==> src/hdl/surface_std_deviation_accumulator_assert.svh <==
// Assertion macros used by the block's top module.
`ifndef SURFACE_STD_DEVIATION_ACCUMULATOR_ASSERT_SVH
`define SURFACE_STD_DEVIATION_ACCUMULATOR_ASSERT_SVH

// Implication checked on every clock edge outside reset.
`define SDA_ASSERT_IMPLY(label, clk, rst, pre, post) \
   label: assert property (@(posedge clk) disable iff (rst) (pre) |-> (post)) \
      else $error("assertion failed");

// Implication whose consequence is checked in the following cycle.
`define SDA_ASSERT_NEXT(label, clk, rst, pre, post) \
   label: assert property (@(posedge clk) disable iff (rst) (pre) |=> (post)) \
      else $error("assertion failed");

`endif

==> src/hdl/sda_pkg.sv <==
package sda_pkg;
   localparam int unsigned ValW   = 24;
   localparam int unsigned WgtW   = 17;
   localparam int unsigned CntW   = 21;
   localparam int unsigned SumW   = 64;
   localparam int unsigned Lanes  = 3;
   localparam int unsigned MaxFacesDefault = 1048576;
   localparam logic [WgtW-1:0] WgtOne = 17'h10000;

   localparam logic [1:0] RegMeanX = 2'd0;
   localparam logic [1:0] RegMeanY = 2'd1;
   localparam logic [1:0] RegMeanZ = 2'd2;

   typedef enum logic [1:0] {
      ST_ACCUM,
      ST_DIV,
      ST_SQRT,
      ST_OUT
   } state_type;

   typedef enum logic [1:0] {
      F_IDLE,
      F_DIV,
      F_SQRT
   } fin_state_type;
endpackage

==> src/hdl/sda_finish.sv <==
// Merge stage: restoring divide of sum by count, then bit-pair square root,
// shared by the three lanes one after another.
module sda_finish (
   input  logic                     clock,
   input  logic                     reset,
   input  logic                     start,
   input  logic [sda_pkg::SumW-1:0] dividend,
   input  logic [sda_pkg::CntW+3:0] divisor,
   output logic                     done,
   output logic [sda_pkg::ValW-1:0] root
);
   localparam int unsigned DW = sda_pkg::CntW + 4;
   sda_pkg::fin_state_type st_ff, st_in;
   logic [6:0] cnt_ff, cnt_in;
   logic [sda_pkg::SumW-1:0] q_ff, q_in;
   logic [DW:0] r_ff, r_in;
   logic [DW-1:0] dvs_ff;
   logic [33:0] sr_ff, sr_in;
   logic [31:0] res_ff, res_in;
   logic [DW:0] rsh;
   logic [33:0] trial;
   logic [33:0] srsh;

   always_comb begin
      st_in = st_ff; cnt_in = cnt_ff; q_in = q_ff; r_in = r_ff;
      sr_in = sr_ff; res_in = res_ff;
      rsh = {r_ff[DW-1:0], q_ff[sda_pkg::SumW-1]};
      srsh = {sr_ff[31:0], q_ff[sda_pkg::SumW-1:sda_pkg::SumW-2]};
      trial = {res_ff, 2'b01};
      unique case (st_ff)
         sda_pkg::F_IDLE: begin
            if (start) begin
               st_in = sda_pkg::F_DIV; cnt_in = '0; q_in = dividend; r_in = '0;
            end
         end
         sda_pkg::F_DIV: begin
            if (rsh >= {1'b0, dvs_ff}) begin
               r_in = rsh - {1'b0, dvs_ff};
               q_in = {q_ff[sda_pkg::SumW-2:0], 1'b1};
            end else begin
               r_in = rsh;
               q_in = {q_ff[sda_pkg::SumW-2:0], 1'b0};
            end
            cnt_in = cnt_ff + 7'd1;
            if (cnt_ff == 7'd63) begin
               st_in = sda_pkg::F_SQRT; cnt_in = '0; sr_in = '0; res_in = '0;
            end
         end
         sda_pkg::F_SQRT: begin
            q_in = {q_ff[sda_pkg::SumW-3:0], 2'b00};
            if (srsh >= trial) begin
               sr_in = srsh - trial;
               res_in = {res_ff[30:0], 1'b1};
            end else begin
               sr_in = srsh;
               res_in = {res_ff[30:0], 1'b0};
            end
            cnt_in = cnt_ff + 7'd1;
            if (cnt_ff == 7'd31) begin
               st_in = sda_pkg::F_IDLE;
            end
         end
         default: st_in = sda_pkg::F_IDLE;
      endcase
   end

   assign done = (st_ff == sda_pkg::F_SQRT) && (cnt_ff == 7'd31);

   always_ff @(posedge clock) begin
      if (reset) begin
         st_ff <= sda_pkg::F_IDLE;
      end else begin
         st_ff <= st_in;
      end
      cnt_ff <= cnt_in; q_ff <= q_in; r_ff <= r_in; sr_ff <= sr_in; res_ff <= res_in;
      if (start) begin
         dvs_ff <= divisor;
      end
   end

   // done coincides with last bit of res_in
   assign root = (|res_in[31:sda_pkg::ValW]) ? '1 : res_in[sda_pkg::ValW-1:0];
endmodule

==> config.mk <==
export PLATFORM = sky130hd
export DESIGN_NAME = sda_finish
export DESIGN_NICKNAME = d
export VERILOG_FILES = /design/src/hdl/surface_std_deviation_accumulator_assert.svh /design/src/hdl/sda_pkg.sv /design/src/hdl/sda_finish.sv
export SDC_FILE = /design/constraint.sdc
export NUM_CORES = 1
export LEC_CHECK = 0
export BUFFER_PORTS_ARGS = -buffer_cell sky130_fd_sc_hd__buf_2
export CORE_UTILIZATION = 60
export CTS_CLUSTER_SIZE = 8
export DETAILED_ROUTE_END_ITERATION = 12
export PLACE_DENSITY_LB_ADDON = 0.08
export RECOVER_POWER = 50
export SETUP_SLACK_MARGIN = 0.05
export SYNTH_ARGS = -nofsm -noshare
export SYNTH_HDL_FRONTEND = slang
export SYNTH_SLANG_ARGS = --single-unit
==> constraint.sdc <==
create_clock -name clock -period 8.54 [get_ports clock]
set_input_delay 0 -clock clock [delete_from_list [all_inputs] [get_ports clock]]
set_output_delay 0 -clock clock [all_outputs]
set_load 0.1 [all_outputs]
==> metrics <==
Seq pwr share 0.419; layout cells sized above 1 0.1299; outcome complete, but fails checks; CP Class flip-flop to flip-flop; Final HPWL DP 15.71 mm; commonest non-fill, non-tap cell in the layout edfxtp_1; Final Hold Vio Count 0; Post-Syn Area per Cell 9.972 um^2; Post-CTS Repair Setup Buffers 0; CP required 8.57 ns; post-synth top area share 0.4088; Post-Route M1 WL 11.61 mm; Pint 2.077 mW; most frequent CP cell clkbuf_1; slowest CP cell clkbuf_1; asr flop ratio synth 0; maximum vdd drop 0.0001817 V; Site Rows 49; synth top area cells edfxtp_1, ha_1, dfxtp_1, a21oi_1, nor2_1; Max Clk Rate 0.1990 GHz; Die Y 138.9 um; core box area 18150 um^2; placed cell area 11970 um^2; buffer depth of the longest clock path 2; reg-to-reg startpoint st_ff[1]; Pre-Repair DR Iteration Count 7; hold depth 2; Pleak 5.423 nW; GR Overflow Total 0; Logic pwr share 0.326; Setup Skew 0.01370 ns; mux contribution to synthesized area 0.03295; max-slew violation count 274; clk_lat worst skew 0.45 ns; setup TNS 0 ns; Post-Syn Instances 1127; routed wire length 25.44 mm; vias 9115; clock root buffer clkbuf_16; startpoint types flip-flop; clk slew on worst S/H paths 0.07 ns; slew margin rel. -1.515; Compound-Gate Fraction of Synth Area 0.2193; Main synth FF type edfxtp_1; Seq/Total Area, Yosys 0.4694; pwr dens 238.4 nW/um^2; Top Layer Used met4; final instance area 13410 um^2; Distinct cells, synth 68; met2 wire len 12.24 mm; met3 WL 1.277 mm; endpoints failing setup 0; Post-Synth Adder-Cell Area 0.07192; # nets final 1459; Hold WC Path Type input port to flip-flop; number of vias per cell 5.900; number of flops mapped to enable cells by yosys 153; Synth Warn # 0; post-synthesis net count 1283; ANT nets after route 0; I/O pins 117; slowest stage delay, CP 2.17 ns; Clock power frac 0.254; CP endpoint kind flip-flop; # clock sinks 187; total CTS buffers 17; synthesis-stage register bit count 187; area grow syn2layout 19.36%; Tcrit/Tclk final 0.5885; post-synth top area cell edfxtp_1; Setup crit start st_ff[1]; H-tree depth 4; initial antenna violation count 0; WL/cell 16.47 um; first-pass GRT wire length 42.30 mm; Worst Reg-to-Reg Cells 6; failing checks max-capacitance violations, max-slew violations; Sw Ratio 0.3503; Die X 138.9 um; GRT Util Overall 0.2728; filler instances 1326; hold path startpoint divisor[22]; Mapped Area 11240 um^2; worst-path cell chain inv_1 -> ha_1 -> clkbuf_1 -> nand3_1 -> o21ai_2 -> clkbuf_1; Crit path arrival time 5.06 ns; antenna cell count 0; switching pwr 1.120 mW; Tot Pwr 3.198 mW; main combinational cell family by area after synthesis compound AO/OA/AOI/OAI gates; min Tclk post-route 5.026 ns; largest net degree at the start of global routing 110; Post-route DRC 0; simple-gate portion of the synthesized area 0.1149; port bufs 116; first-iteration detailed-routing DRC count 604; starting density of the core 0.6193; maxcap violations 5; Placer Congestion 0.8557; CTS tree done; worst-margin pin slew 3.772 ns; smallest hold slack 0.2700 ns; Synth Area in XOR/XNOR 0.03975; critical path peak fanout 71; CTS resizes 0; highest-count cells in the layout ignoring fill and taps edfxtp_1, nor2_1, a21oi_1; vias in the first global route 8881; unrepaired setup endpoints after global routing false; Die ar. 19280 um^2
## stage by stage
stage	worst slack, ns	instances	util
after floorplan	2.202	1127	-
after global placement	5.041	1423	0.6597
after detailed placement	4.930	1423	0.6597
after CTS	4.567	1545	0.7423
after global routing	3.086	1545	0.7392
final	3.514	1545	0.7392
## power by group through the flow
stage	Clock (mW)	Combinational [mW]	Sequential [mW]
after floorplan	0	0.799	1.33
after global placement	0	0.977	1.34
after detailed placement	0	1.00	1.35
after CTS	0.827	1.04	1.33
after global routing	0.861	1.17	1.36
final	0.813	1.04	1.34
## layer usage
metal	vias up	global-route usage
met4	0	0.07661
li1	4496	-
met5	-	0
met2	260	0.4500
met1	4326	0.3644
met3	33	0.05801
## cells by family (layout without fill, tap and decap cells)
kind of cell	count (synthesis)	count (layout)
AO/OA/AOI/OAI	364	364
AND/OR/NAND/NOR	281	281
flip-flops	187	187
buffers and inverters	143	332
adder cells (fa/ha/maj)	64	64
XOR/XNOR	51	51
multiplexers	37	37
## layout make-up
cell class	instances	area (um^2)	share of cell area
inverters	83	311.5	0.02323
repair buffers	217	1540	0.1148
flip-flops and latches	187	5275	0.3932
clock inverters	14	168.9	0.01259
well taps	229	286.5	0.02136
multi-input cells	797	5403	0.4028
clock buffers	18	429.2	0.03199
## Yosys cell counts (21+ instances only)
master	count
a21o_1	22
a21oi_1	120
a22o_1	32
a22oi_1	62
clkbuf_1	44
dfxtp_1	34
edfxtp_1	153
ha_1	63
inv_1	83
mux2i_1	37
nand2_1	41
nand2b_1	30
nand3_1	22
nor2_1	137
o21ai_0	36
xnor2_1	30
xor2_1	21
## registers in the layout, indices dropped and copies added (netlist names)
name / count
r_ff: 25
res_ff: 32
sr_ff: 32
dvs_ff: 25
q_ff: 64
cnt_ff: 7
st_ff: 2
## what timing repair did
| action | in CTS | in global routing |
|---|---|---|
| endpoints found under the hold margin | 91 | 0 |
| endpoints found under the setup margin | 0 | 0 |
| hold buffers | 90 | 0 |
## critical path, delay by kind of cell, from the launching register on
kind            cells  cell delay [ns]
buf+inv             3             3.70
flops               1             0.33
simple gates        1             0.25
fa+ha+maj           1             0.16
compound gates      1             0.15
## worst paths after layout
path                     end  slack (ns)
setup / recovery   sr_ff[21]        3.51
hold / removal    dvs_ff[22]        0.27
setup reg to reg   sr_ff[21]        3.51
hold reg to reg   res_ff[29]        0.51
Note: power is estimated with default switching activity, not from simulation.
