[config.mk]
export PLATFORM = sky130hd
export DESIGN_NAME = sda_lane
export DESIGN_NICKNAME = d
export VERILOG_FILES = /design/src/hdl/surface_std_deviation_accumulator_assert.svh /design/src/hdl/sda_pkg.sv /design/src/hdl/sda_lane.sv
export SDC_FILE = /design/constraint.sdc
export NUM_CORES = 2
export LEC_CHECK = 0
export BUFFER_PORTS_ARGS = -buffer_cell sky130_fd_sc_hd__buf_2
export CAP_MARGIN = 30
export CORE_UTILIZATION = 48
export CTS_CLUSTER_DIAMETER = 30
export DETAILED_ROUTE_END_ITERATION = 7
export GPL_TIMING_DRIVEN = 1
export SLEW_MARGIN = 30
export SYNTH_ARGS = -nofsm -noshare
export SYNTH_HDL_FRONTEND = slang
export SYNTH_SLANG_ARGS = --single-unit
[constraint.sdc]
create_clock -name clock -period 33.1 [get_ports clock]
set_clock_uncertainty 0.15 [all_clocks]
set_input_delay 1.655 -clock clock [delete_from_list [all_inputs] [get_ports clock]]
set_output_delay 1.655 -clock clock [all_outputs]
set_load 0.005 [all_outputs]
[src/hdl/surface_std_deviation_accumulator_assert.svh]
// Assertion macros used by the block's top module.
`ifndef SURFACE_STD_DEVIATION_ACCUMULATOR_ASSERT_SVH
`define SURFACE_STD_DEVIATION_ACCUMULATOR_ASSERT_SVH

// Implication checked on every clock edge outside reset.
`define SDA_ASSERT_IMPLY(label, clk, rst, pre, post) \
   label: assert property (@(posedge clk) disable iff (rst) (pre) |-> (post)) \
      else $error("assertion failed");

// Implication whose consequence is checked in the following cycle.
`define SDA_ASSERT_NEXT(label, clk, rst, pre, post) \
   label: assert property (@(posedge clk) disable iff (rst) (pre) |=> (post)) \
      else $error("assertion failed");

`endif

[src/hdl/sda_pkg.sv]
package sda_pkg;
   localparam int unsigned ValW   = 24;
   localparam int unsigned WgtW   = 17;
   localparam int unsigned CntW   = 21;
   localparam int unsigned SumW   = 64;
   localparam int unsigned Lanes  = 3;
   localparam int unsigned MaxFacesDefault = 1048576;
   localparam logic [WgtW-1:0] WgtOne = 17'h10000;

   localparam logic [1:0] RegMeanX = 2'd0;
   localparam logic [1:0] RegMeanY = 2'd1;
   localparam logic [1:0] RegMeanZ = 2'd2;

   typedef enum logic [1:0] {
      ST_ACCUM,
      ST_DIV,
      ST_SQRT,
      ST_OUT
   } state_type;

   typedef enum logic [1:0] {
      F_IDLE,
      F_DIV,
      F_SQRT
   } fin_state_type;
endpackage

[src/hdl/sda_lane.sv]
// One component: interpolate, subtract mean, square, saturating accumulate.
// Two register stages: product sums, then square/accumulate.
module sda_lane (
   input  logic                           clock,
   input  logic                           reset,
   input  logic                           in_vld,
   input  logic                           clear,
   input  logic signed [sda_pkg::ValW-1:0] left,
   input  logic signed [sda_pkg::ValW-1:0] right,
   input  logic [sda_pkg::WgtW-1:0]       weight,
   input  logic signed [sda_pkg::ValW-1:0] mean,
   output logic [sda_pkg::SumW-1:0]       sum
);
   logic signed [43:0] acc_ff, acc_in;
   logic signed [sda_pkg::ValW-1:0] mean_ff;
   logic               vld_ff;
   logic [sda_pkg::SumW-1:0] sum_ff, sum_in;
   logic signed [27:0] face;
   logic signed [25:0] diff;
   logic [24:0]        mag;
   logic [49:0]        sq;
   logic [sda_pkg::SumW:0] add;

   always_comb begin
      acc_in = 44'(left * $signed({1'b0, weight}))
             + 44'(right * $signed({1'b0, sda_pkg::WgtOne - weight}));
   end

   always_ff @(posedge clock) begin
      acc_ff  <= acc_in;
      mean_ff <= mean;
   end

   always_ff @(posedge clock) begin
      if (reset) begin
         vld_ff <= 1'b0;
      end else begin
         vld_ff <= in_vld;
      end
   end

   always_comb begin
      face = 28'((acc_ff + 44'sd32768) >>> 16);
      diff = 26'(face) - 26'(mean_ff);
      mag  = diff[25] ? 25'(-diff) : 25'(diff);
      sq   = 50'(mag) * 50'(mag);
      add  = {1'b0, sum_ff} + 65'(sq);
      sum_in = sum_ff;
      if (vld_ff) begin
         sum_in = add[sda_pkg::SumW] ? '1 : add[sda_pkg::SumW-1:0];
      end
      if (clear) begin
         sum_in = '0;
      end
   end

   always_ff @(posedge clock) begin
      if (reset) begin
         sum_ff <= '0;
      end else begin
         sum_ff <= sum_in;
      end
   end

   assign sum = sum_ff;
endmodule

==> metrics.txt <==
# TYPE chip_impl_metric gauge
chip_impl_info{name="outcome",value="finished, final reports clean"} 1
chip_impl_metric{name="final-setup-viol-count",unit=""} 0
chip_impl_metric{name="synth.ff_latch_count",unit=""} 116
chip_impl_metric{name="arrival",unit="ps"} 13360
chip_impl_metric{name="htree_num_levels",unit=""} 4
chip_impl_metric{name="post_dp_hpwl",unit="mm"} 117
chip_impl_info{name="cts-root-buf",value="clkbuf_16"} 1
chip_impl_info{name="tritoncts",value="done"} 1
chip_impl_metric{name="fin_setup_tns",unit="ps"} 0
chip_impl_metric{name="post_synth_inst_count",unit=""} 5861
chip_impl_metric{name="synth_adder_area_share",unit="%"} 61.3
chip_impl_metric{name="post_cts.resized_instances",unit=""} 0
chip_impl_metric{name="synth_seq_area_share",unit="%"} 4.35
chip_impl_metric{name="worst_slew_margin_relative_to_its_limit",unit="%"} 31.9
chip_impl_metric{name="fmax",unit="GHz"} 0.0759
chip_impl_metric{name="r2r_slack",unit="ps"} 19930
chip_impl_metric{name="netlist_area",unit="sq um"} 53400
chip_impl_metric{name="layout-drive-gt1-share",unit="%"} 5.05
chip_impl_metric{name="globalRouteTotalUtil",unit="%"} 25.6
chip_impl_metric{name="hold_ws",unit="ps"} 353
chip_impl_metric{name="synth_mux_area_share",unit="%"} 0.112
chip_impl_metric{name="register_area",unit="sq um"} 2320
chip_impl_metric{name="die_area",unit="sq um"} 113000
chip_impl_metric{name="initial_core_util",unit="%"} 48.3
chip_impl_metric{name="detail-route-antenna-nets",unit=""} 0
chip_impl_metric{name="finalCriticalPeriod",unit="ps"} 13170
chip_impl_metric{name="drtIter0Drc",unit=""} 2193
chip_impl_metric{name="crit_path_max_incr_delay",unit="ps"} 740
chip_impl_metric{name="synthSimpleGateAreaFrac",unit="%"} 13.1
chip_impl_metric{name="synth_area_in_compound_gates",unit="%"} 5.31
chip_impl_metric{name="critical_path_peak_fanout",unit=""} 47
chip_impl_metric{name="grt_first_pass_wirelength",unit="mm"} 223
chip_impl_metric{name="met3RoutedLength",unit="mm"} 7.42
chip_impl_metric{name="yosys_warnings",unit=""} 0
chip_impl_info{name="timing.setup.critical_path_class",value="flop to flop"} 1
chip_impl_metric{name="wire_per_inst",unit="um"} 18.6
chip_impl_metric{name="dr_total_vias",unit=""} 37623
chip_impl_metric{name="place.port_buffers",unit=""} 156
chip_impl_info{name="synth_area_leaders",value="fa_1 (52%), inv_1 (11%), ha_1 (9.3%), nand2_1 (4.9%), dfxtp_1 (4.3%)"} 1
chip_impl_metric{name="slew_violations",unit=""} 0
chip_impl_metric{name="clock_sinks",unit=""} 116
chip_impl_metric{name="critical_path_required",unit="ps"} 33290
chip_impl_info{name="critPathTopFamily",value="adder cells"} 1
chip_impl_metric{name="clk_transition_reported_paths",unit="ps"} 60
chip_impl_metric{name="drt_first_pass_iters",unit=""} 7
chip_impl_metric{name="first_global_vias",unit=""} 41042
chip_impl_metric{name="n_fill_cell",unit=""} 10558
chip_impl_metric{name="drc",unit=""} 0
chip_impl_info{name="worst_hold_path_type",value="flop to flop"} 1
chip_impl_metric{name="number_of_distinct_library_cells_after_synthesis",unit=""} 74
chip_impl_metric{name="route.detailed.vias_per_inst",unit=""} 5.11
chip_impl_metric{name="worst-path-buf-inv",unit=""} 6
chip_impl_info{name="most_area_hungry_cell_type_in_the_yosys_netlist",value="fa_1"} 1
chip_impl_info{name="synth_top_flop_cell",value="dfxtp_1"} 1
chip_impl_info{name="critical_path_source_type",value="flop"} 1
chip_impl_metric{name="async_flop_share",unit="%"} 0
chip_impl_metric{name="synth_top_area_share",unit="%"} 52.1
chip_impl_metric{name="coreArea",unit="sq um"} 111000
chip_impl_metric{name="globalRouteOverflowTotal",unit=""} 0
chip_impl_metric{name="clock_insertion_delay_worst_skew",unit="ps"} 490
chip_impl_metric{name="multi_input_comb_area",unit="sq um"} 44400
chip_impl_metric{name="grt_antenna_before_repair",unit=""} 8
chip_impl_metric{name="syn_nets",unit=""} 7739
chip_impl_metric{name="die_h",unit="um"} 336
chip_impl_metric{name="timing.final.crit_share",unit="%"} 39.8
chip_impl_info{name="endpoint_kind",value="flop"} 1
chip_impl_metric{name="timing.max_cap.violations",unit=""} 0
chip_impl_info{name="critical_path_s_most_frequent_cell",value="fa_1"} 1
chip_impl_metric{name="cts_buffers",unit=""} 17
chip_impl_metric{name="layout.cell_area.non_filler",unit="sq um"} 56400
chip_impl_metric{name="row_count",unit=""} 122
chip_impl_metric{name="routed_met2_length",unit="mm"} 65.9
chip_impl_metric{name="hold_viol_final",unit=""} 0
chip_impl_info{name="rsz_0062_raised_after_global_routing",value="no"} 1
chip_impl_info{name="slowest_stage",value="a2111oi_0"} 1
chip_impl_metric{name="post-cts-setup-buffers",unit=""} 0
chip_impl_metric{name="wl",unit="mm"} 137
chip_impl_metric{name="syn_area_per_cell",unit="sq um"} 9.11
chip_impl_info{name="synth_top_family_by_area",value="adder cells"} 1
chip_impl_metric{name="grt_max_degree",unit=""} 62
chip_impl_metric{name="nNetsFinal",unit=""} 7743
chip_impl_metric{name="gp_routability_congestion",unit=""} 0.938
chip_impl_metric{name="synth-edff-count",unit=""} 0
chip_impl_metric{name="timing_worst_slew_pin_value",unit="ps"} 1020
chip_impl_metric{name="pin_count",unit=""} 157
chip_impl_metric{name="areaGrowthSynthToFinish",unit="%"} 5.61
chip_impl_metric{name="wl_met1",unit="mm"} 61.0
chip_impl_info{name="route.top_layer_used",value="met5"} 1
chip_impl_metric{name="post_synth_xor_area_fraction",unit="%"} 3.00
chip_impl_metric{name="cts-root-to-sink-buffers",unit=""} 2
chip_impl_metric{name="cts_hold_repair_buffers",unit=""} 0
chip_impl_metric{name="placed_cell_area",unit="sq um"} 55800
chip_impl_metric{name="die-width",unit="um"} 336
==> state kept, by name, summed over array words and instances (netlist names) <==
name and flops:
sum 64, acc_ff 27, mean_ff 24, vld_ff 1
==> final cells by class <==
class / instances / area share [%]
Antenna cell: 1 / 0.00444
Sequential cell: 116 / 4.12
Clock inverter: 14 / 0.310
Clock buffer: 18 / 0.778
Multi-Input combinational cell: 3919 / 78.7
Inverter: 1607 / 10.7
Timing Repair Buffer: 204 / 2.05
Tap cell: 1488 / 3.30
==> cells in the mapped netlist, types with 36 or more instances <==
| master | number |
|---|---|
| a21oi_1 | 148 |
| and2_1 | 313 |
| nor3_1 | 36 |
| dfxtp_1 | 116 |
| inv_1 | 1594 |
| xnor2_1 | 125 |
| fa_1 | 1389 |
| clkbuf_1 | 198 |
| ha_1 | 396 |
| o21ai_0 | 96 |
| nor2_1 | 248 |
| a21o_1 | 59 |
| xor2_1 | 54 |
| nand2_1 | 703 |
| nor2b_1 | 39 |
==> path summary, 6_finish.rpt <==
kind,start,end,depth (start not counted)
worst max-delay path,acc_ff[18],sum[8],41
worst min-delay path,sum[59],sum[59],2
worst max register to register,acc_ff[18],sum[8],41
worst min register to register,sum[59],sum[59],2
==> stage by stage <==
stage | cells | setup slack (ps) | utilization [%]
CTS | 7364 | 19850 | 51.0
floorplan | 5861 | 21960 | -
detailed placement | 7332 | 19900 | 50.5
finish | 7367 | 19930 | 51.0
global placement | 7332 | 19930 | 50.4
global route | 7366 | 19100 | 51.0
==> cells in the final DEF (no fill, tap or decap), types with 31 or more instances in the layout <==
cell / instances
inv_1: 1594
fa_1: 1389
nand2_1: 703
ha_1: 395
and2_1: 313
nor2_1: 247
buf_2: 156
a21oi_1: 148
dfxtp_1: 115
xnor2_1: 112
o21ai_0: 96
a21o_1: 59
xor2_1: 48
buf_4: 46
nor2b_1: 39
nor3_1: 36
nand2b_1: 31
nand3_1: 31
==> routing by layer <==
layer	up-vias	GRT usage (%)
li1	17025	-
met1	19446	35.0
met2	985	43.1
met3	157	3.53
met4	10	5.49
met5	-	0
==> worst reg2reg max path: cells and delay by family (launching register included) <==
| kind | cells | cell delay [ps] |
|---|---|---|
| adders and majority gates | 9 | 4170 |
| AOI/OAI and AO/OA | 14 | 3810 |
| and+or+nand+nor | 10 | 3000 |
| buffers and inverters | 6 | 1270 |
| DFF | 1 | 400 |
| xor gates and xnor gates | 2 | 250 |
==> cell families (layout without fill, tap and decap cells) <==
| logic type | Yosys count | after routing |
|---|---|---|
| simple gates | 1499 | 1499 |
| buf+inv | 1826 | 1843 |
| flops | 116 | 116 |
| other cells | 0 | 1 |
| mux | 6 | 6 |
| xor+xnor | 181 | 181 |
| compound gates | 448 | 448 |
| fa+ha+maj | 1785 | 1785 |
Power is not shown: default switching activity piles up to over one toggle a cycle in this logic, so the estimate is an artifact.
